<file path="config.mk">
export PLATFORM = sky130hd
export DESIGN_NAME = tci_front
export DESIGN_NICKNAME = d
export VERILOG_FILES = /design/src/design/text_console_insert_engine_top_macros.svh /design/src/design/tci_pkg.sv /design/src/design/tci_front.sv
export SDC_FILE = /design/constraint.sdc
export NUM_CORES = 1
export LEC_CHECK = 0
export BUFFER_PORTS_ARGS = -buffer_cell sky130_fd_sc_hd__buf_2
export CAP_MARGIN = 10
export CORE_UTILIZATION = 48
export CTS_BUF_LIST = sky130_fd_sc_hd__clkbuf_4
export CTS_CLUSTER_SIZE = 24
export DETAILED_ROUTE_END_ITERATION = 6
export PLACE_DENSITY = 0.78
export SYNTH_ARGS = -nofsm -noshare
export SYNTH_HDL_FRONTEND = slang
export SYNTH_SLANG_ARGS = --single-unit
</file>
<file path="constraint.sdc">
create_clock -name clk -period 1.97 [get_ports clk]
set_input_delay 0.2955 -clock clk [delete_from_list [all_inputs] [get_ports clk]]
set_output_delay 0.2955 -clock clk [all_outputs]
set_load 0.03 [all_outputs]
</file>
<file path="src/design/text_console_insert_engine_top_macros.svh">
// assertion macros for the text console insert engine
`ifndef TEXT_CONSOLE_INSERT_ENGINE_TOP_MACROS_SVH
`define TEXT_CONSOLE_INSERT_ENGINE_TOP_MACROS_SVH
`ifndef SYNTHESIS
`define TCI_ASSERT_NOW(label, cond_a, cond_c) \
    label: assert property (@(posedge clk) disable iff (!rst_n) (cond_a) |-> (cond_c)) \
        else $error("tci assertion failed");
`define TCI_ASSERT_NEXT(label, cond_a, cond_c) \
    label: assert property (@(posedge clk) disable iff (!rst_n) (cond_a) |=> (cond_c)) \
        else $error("tci assertion failed");
`else
`define TCI_ASSERT_NOW(label, cond_a, cond_c)
`define TCI_ASSERT_NEXT(label, cond_a, cond_c)
`endif
`endif

</file>
<file path="src/design/tci_pkg.sv">
// ----------------------------------------------------------------------------
// tci_pkg
// shared types and constants of the text console insert engine
// ----------------------------------------------------------------------------
package tci_pkg;

    localparam int DEF_SCREEN_WIDTH  = 80;
    localparam int DEF_SCREEN_HEIGHT = 25;

    localparam logic [7:0] CH_NEWLINE   = 8'd10;
    localparam logic [7:0] CH_BACKSPACE = 8'd8;
    localparam logic [7:0] CHAR_MASK    = 8'hFF;
    localparam logic [7:0] COLOR_RESET  = 8'd7;

    localparam int          PADDR_W       = 3;
    localparam logic [PADDR_W-1:0] REG_TEXT_COLOR = 3'd0;

    typedef enum logic [1:0] {
        OP_READ      = 2'd0,
        OP_NEWLINE   = 2'd1,
        OP_BACKSPACE = 2'd2,
        OP_PRINT     = 2'd3
    } op_t;

    typedef struct packed {
        op_t         op;
        logic [7:0]  ch;
        logic [10:0] idx;
    } item_t;

    typedef struct packed {
        logic valid;
        item_t item;
    } queue_out_t;

    typedef struct packed {
        logic pop;
        logic clearing;
    } back_ctl_t;

endpackage

</file>
<file path="src/design/tci_front.sv">
// ----------------------------------------------------------------------------
// tci_front
// accepts input transactions, classifies them, two entry queue to the back end
// ----------------------------------------------------------------------------
module tci_front
    import tci_pkg::*;
(
    input  logic        clk,
    input  logic        rst_n,
    input  logic        in_valid,
    output logic        in_ready,
    input  logic        mode,
    input  logic [7:0]  char_code,
    input  logic [10:0] cell_index,
    input  back_ctl_t   back_ctl,
    output queue_out_t  q_out
);

    item_t      slot_reg [2];
    logic [1:0] count_reg, count_next;
    logic       wr_ptr_reg, rd_ptr_reg;
    item_t      new_item;
    logic       push, pop;

    always_comb
    begin
        new_item.ch  = char_code;
        new_item.idx = cell_index;
        if (mode)
            new_item.op = OP_READ;
        else if (char_code == CH_NEWLINE)
            new_item.op = OP_NEWLINE;
        else if (char_code == CH_BACKSPACE)
            new_item.op = OP_BACKSPACE;
        else
            new_item.op = OP_PRINT;
    end

    assign in_ready    = (count_reg != 2'd2) && !back_ctl.clearing;
    assign push        = in_valid && in_ready;
    assign pop         = back_ctl.pop && (count_reg != 2'd0);
    assign q_out.valid = (count_reg != 2'd0);
    assign q_out.item  = slot_reg[rd_ptr_reg];

    always_comb
    begin
        count_next = count_reg;
        if (push && !pop)
            count_next = count_reg + 2'd1;
        else if (pop && !push)
            count_next = count_reg - 2'd1;
    end

    always_ff @(posedge clk or negedge rst_n)
    begin
        if (!rst_n)
        begin
            count_reg  <= 2'd0;
            wr_ptr_reg <= 1'b0;
            rd_ptr_reg <= 1'b0;
        end
        else
        begin
            count_reg <= count_next;
            if (push)
                wr_ptr_reg <= !wr_ptr_reg;
            if (pop)
                rd_ptr_reg <= !rd_ptr_reg;
        end
    end

    always_ff @(posedge clk)
    begin
        if (push)
            slot_reg[wr_ptr_reg] <= new_item;
    end

endmodule

</file>
==> reports/metrics.csv, run 1 <==
metric,value,unit
status,completed,
detailed placement HPWL,2000,microns
GRT Residual Overflow,0,
Final ANT Viol Nets,0,
via total after detailed routing,945,
post-layout util,63.1,%
"Endpoint, Worst Hold",slot_reg[0][7],
Worst Hold Depth,1,
vias per cell,4.85,
Reg-to-Reg End,count_reg[1],
H-tree depth,2,
Nets,174,
Worst-Skew Late Latency,0.36,ns
leading area contributor after synthesis,edfxtp_1,
Remaining DRCs,0,
Mapped Avg Cell Area,19.6,sq um
root buffer cell,clkbuf_4,
worst hold margin,0.117,ns
DIE AREA,0.00392,sq mm
CTS tree,done,
worst min path class,input pin to flip-flop,
fmax,0.542,GHz
pre-CTS setup slack,0.421,ns
wire length per cell,14.4,microns
#FFs+latches synth,46,
Final Hold Fails,0,
io pins,48,
Worst Path Max Fanout,17,
post-synth top area share,71.6,%
Iteration-0 DRC Markers,21,
clock share of power,15.2,%
sequential power share,46.1,%
cells after synthesis,90,
leak pwr,0.832,nW
"top cells by area, synth","edfxtp_1, mux2_2, dfrtp_1",
RR Startpoint,count_reg[0],
CTS Sinks,46,
Sw Ratio,36.1,%
path depth of the worst reg2reg path,6,
"Slew Viols, Final",0,
hold_sp,cell_index[7],
DR pass1 iterations,4,
critical path launch point type,flip-flop,
final worst slack,0.125,ns
Setup TNS Final,0,ns
Die Ht,62.6,microns
Critical Path RT,1.67,ns
"CTS clk-pin slew, worst paths",0.13,ns
layout cell share with drive strength beyond 1,57.0,%
Total GRT Usage,16.4,%
# diodes,0,
setup bufs post-CTS,0,
max_cap viols,0,
Netlist Area Pre-Place,0.00176,sq mm
global-route wire length before repair,4640,microns
FF-to-FF setup slack,0.41,ns
largest net degree at the start of global routing,18,
RSZ-0062 raised after global routing,false,
Tightest Pin Transition,0.482,ns
Tmin final,1.84,ns
Initial Utilization,51.6,%
skew final,0.0121,ns
"Seq/Total Area, Yosys",77.3,%
CTS Buf Count,5,
Power Dens Cells,1320,mW/mm^2
Total Wirelength,2800,microns
worst setup path class,flip-flop to primary output,
fin crit share,93.6,%
Netlist cell types,17,
P_int,1.82,mW
Die W,62.6,microns
Core Area,0.00342,sq mm
PortBufs,47,
Max-slew headroom,67.4,%
max reg flops,42,
# rows,21,
YS warnings,0,
Max Root-Sink Buffers,2,
Logic pwr share,38.8,%
WP data arrival,1.55,ns
number of global-route vias before repair,1012,
Post-Syn Nets,116,
P_sw,1.03,mW
Max VDD drop,0.000663,V
CP Capture Type,primary output,
initial antenna violation count,0,
# setup viols final,0,
Syn-to-layout area delta,22.3,%
routability cong.,0.747,
## worst max-delay path, stage by stage, from the launching register on
cell	delay (ns)
dfrtp_2	0.48
buf_12	0.18
mux2_2	0.35
buf_2	0.18
## through the flow
step	instances	area (sq um)	total power, mW
after floorplan	90	1760	2.16
after global placement	186	2080	2.42
after detailed placement	186	2080	2.45
after CTS	195	2150	2.89
after global routing	195	2150	3.00
final	195	2150	2.85
## cells by family after synthesis
kind of cell | count (synthesis) | share of synthesized area, %
flip-flops | 46 | 77.3
multiplexers | 21 | 13.4
AO/OA/AOI/OAI | 4 | 1.56
buffers and inverters | 6 | 2.13
AND/OR/NAND/NOR | 7 | 2.42
adder cells (fa/ha/maj) | 1 | 0.710
XOR/XNOR | 5 | 2.49
## final cells by class
| cell class | count | area [sq um] |
|---|---|---|
| inverter | 4 | 15.0 |
| fill | 276 | 1260 |
| clock buffer | 5 | 37.5 |
| multi-input combinational | 38 | 365 |
| sequential | 46 | 1360 |
| timing repair buffer | 53 | 295 |
| tap | 46 | 57.6 |
| clock inverter | 3 | 21.3 |
## repair_timing
item / in CTS / in global routing
resized for setup: 0 / 1
endpoints found under the hold margin: 4 / 0
hold buffers: 1 / 0
endpoints found under the setup margin: 0 / 17
## metal layers
layer | track usage [%] | share of wire [%]
met1 | 17.8 | 39
met2 | 27.0 | 52
met3 | 5.47 | 7.0
met4 | 11.3 | 2.5
met5 | 0 | 0
## power groups by stage
stage | Sequential (mW) | Combinational [mW] | Clock (mW)
final | 1.31 | 1.11 | 0.432
after global routing | 1.33 | 1.18 | 0.493
after CTS | 1.31 | 1.12 | 0.454
after detailed placement | 1.33 | 1.12 | 0
after global placement | 1.32 | 1.09 | 0
after floorplan | 1.31 | 0.849 | 0
## placed cells by master (no fill, tap or decap), drive strengths merged, types with 2 or more instances in the layout
master,n
buf,52
edfxtp,42
mux2,21
clkbuf,5
inv,4
xnor2,4
dfrtp,4
a31oi,2
nor2,2
clkinv,2
## synthesized netlist by cell type
cell type  number
edfxtp_1       42
mux2_2         21
dfrtp_1         4
inv_1           4
xnor2_1         4
a31oi_1         2
buf_6           2
nor2_1          2
and3_1          1
ha_1            1
nand2_2         1
nor3_1          1
nor4b_1         1
o211ai_1        1
o21a_1          1
or2_4           1
xor2_1          1
## worst max path at each step
| stage | startpoint | end | slack [ns] | cells past startpoint |
|---|---|---|---|---|
| 5_1_grt | rd_ptr_reg | q_out[17] | 0.05 | 3 |
| 4_1_cts | rd_ptr_reg | q_out[12] | 0.02 | 3 |
| 6_report | rd_ptr_reg | q_out[12] | 0.13 | 3 |
| 3_5_place_dp | count_reg[0] | count_reg[1] | 0.42 | 5 |
| 3_3_place_gp | count_reg[0] | count_reg[1] | 0.47 | 6 |
| 2_1_floorplan | count_reg[1] | slot_reg[0][0] | 0.06 | 3 |
(Power assumes the default switching activity.)
==> inputs of run 2 (changes only) <==
==> constraint.sdc (replaced) <==
create_clock -name clk -period 1.97 [get_ports clk]
set_input_delay 0.2955 -clock clk [delete_from_list [all_inputs] [get_ports clk]]
set_output_delay 0.2955 -clock clk [all_outputs]
set_load 0.01 [all_outputs]
==> reports/metrics.csv, run 2 (synthesized netlist as in run 1, its figures left out) <==
metric,value,unit
status,completed,
WP data arrival,1.55,ns
slowest CP cell,dfrtp_1,
worst setup path startpoint,rd_ptr_reg,
met1 usage in global routing,15.9,%
fin area,0.00218,sq mm
worst min path class,input pin to flip-flop,
PortBufs,47,
fin crit share,93.9,%
Power Dens Cells,1250,mW/mm^2
Die W,62.6,microns
Final Hold Fails,0,
worst setup path class,flip-flop to primary output,
number of global-route vias before repair,990,
Max Root-Sink Buffers,2,
Core Area,0.00342,sq mm
Syn-to-layout area delta,23.6,%
path depth of the worst reg2reg path,5,
GRT Residual Overflow,0,
FF-to-FF setup slack,0.39,ns
# setup viols final,0,
initial antenna violation count,0,
Reg-to-Reg End,count_reg[1],
global-route wire length before repair,4340,microns
RR Startpoint,count_reg[0],
max_cap viols,0,
Worst Hold Depth,1,
DR pass1 iterations,4,
Nets,174,
detailed placement HPWL,2010,microns
CTS Buf Count,5,
Initial Utilization,51.6,%
# diodes,0,
wire length per cell,14.2,microns
Worst Path Max Fanout,17,
RSZ-0062 raised after global routing,false,
worst path cell trace,buf_12 -> mux2_2 -> buf_2,
vias per cell,4.98,
final worst slack,0.121,ns
"CTS clk-pin slew, worst paths",0.12,ns
Iteration-0 DRC Markers,38,
root buffer cell,clkbuf_4,
Final ANT Viol Nets,0,
M3 GR Usage,6.20,%
CTS Sinks,46,
"commonest non-fill, non-tap cell in the layout",buf_2,
Critical Path RT,1.67,ns
routability cong.,0.751,
H-tree depth,2,
Total Wirelength,2760,microns
leak pwr,0.849,nW
largest net degree at the start of global routing,18,
post-layout util,63.7,%
pre-CTS setup slack,0.416,ns
DIE AREA,0.00392,sq mm
Total GRT Usage,15.4,%
max reg flops,42,
M2 GR Usage,26.8,%
CP Capture Type,primary output,
Tmin final,1.85,ns
Setup TNS Final,0,ns
max incr delay on CP,0.52,ns
Remaining DRCs,0,
most used routing layer in global routing,met2,
via total after detailed routing,971,
worst hold margin,0.131,ns
Worst-Skew Late Latency,0.34,ns
skew final,0.00514,ns
Tightest Pin Transition,0.470,ns
"Slew Viols, Final",0,
Max VDD drop,0.000734,V
fmax,0.541,GHz
highest-count cells in the layout ignoring fill and taps,"buf_2, edfxtp_1, mux2_2",
"Cell Area, Placed",0.00208,sq mm
Die Ht,62.6,microns
critical path launch point type,flip-flop,
io pins,48,
Max-slew headroom,68.2,%
layout cell share with drive strength beyond 1,56.4,%
Worst Setup EP,q_out[12],
CTS tree,done,
# rows,21,
-- run 2: worst min path at each step --
stage / to / slack, ns / startpoint
2_1_floorplan: count_reg[0] / -0.00009 / rst_n
3_3_place_gp: count_reg[1] / 0.11 / rst_n
3_5_place_dp: count_reg[1] / 0.11 / rst_n
4_1_cts: slot_reg[1][3] / 0.12 / cell_index[3]
5_1_grt: slot_reg[1][10] / 0.1 / cell_index[10]
6_report: slot_reg[1][3] / 0.13 / cell_index[3]
-- run 2: per-stage QoR --
| step | power [mW] | instances |
|---|---|---|
| final | 2.71 | 195 |
| after global routing | 2.86 | 195 |
| after CTS | 2.75 | 195 |
| after detailed placement | 2.19 | 186 |
| after global placement | 2.16 | 186 |
| after floorplan | 1.89 | 90 |
-- run 2: area by class of cell --
cell class                 count  area, sq um
clock buffer                   7         52.6
clock inverter                 1         30.0
fill                         270         1240
inverter                       4         15.0
multi-input combinational     38          365
sequential                    46         1360
tap                           46         57.6
timing repair buffer          53          295
-- run 2: worst max-delay path: cells and delay by family (launching register included) --
family | cells | cell delay (ns)
muxes | 1 | 0.35
DFF | 1 | 0.52
buffers and inverters | 2 | 0.34
-- run 2: timing repair --
action                    in CTS  in global routing
hold endpoints to repair       4                  0
hold buffers                   1                  0
resized for setup              0                  0
setup buffers                  0                  0
-- run 2: where the power goes --
group	switching (mW)	internal, mW	total, mW
registers	0.0807	1.23	1.31
logic	0.394	0.447	0.841
clock network	0.264	0.297	0.561
total	0.739	1.97	2.71
-- run 2: metal layers --
layer / routed length [microns] / up-vias
met5: 0 / -
met4: 41 / 0
met2: 1490 / 39
met1: 1080 / 468
met3: 156 / 6
li1: - / 458
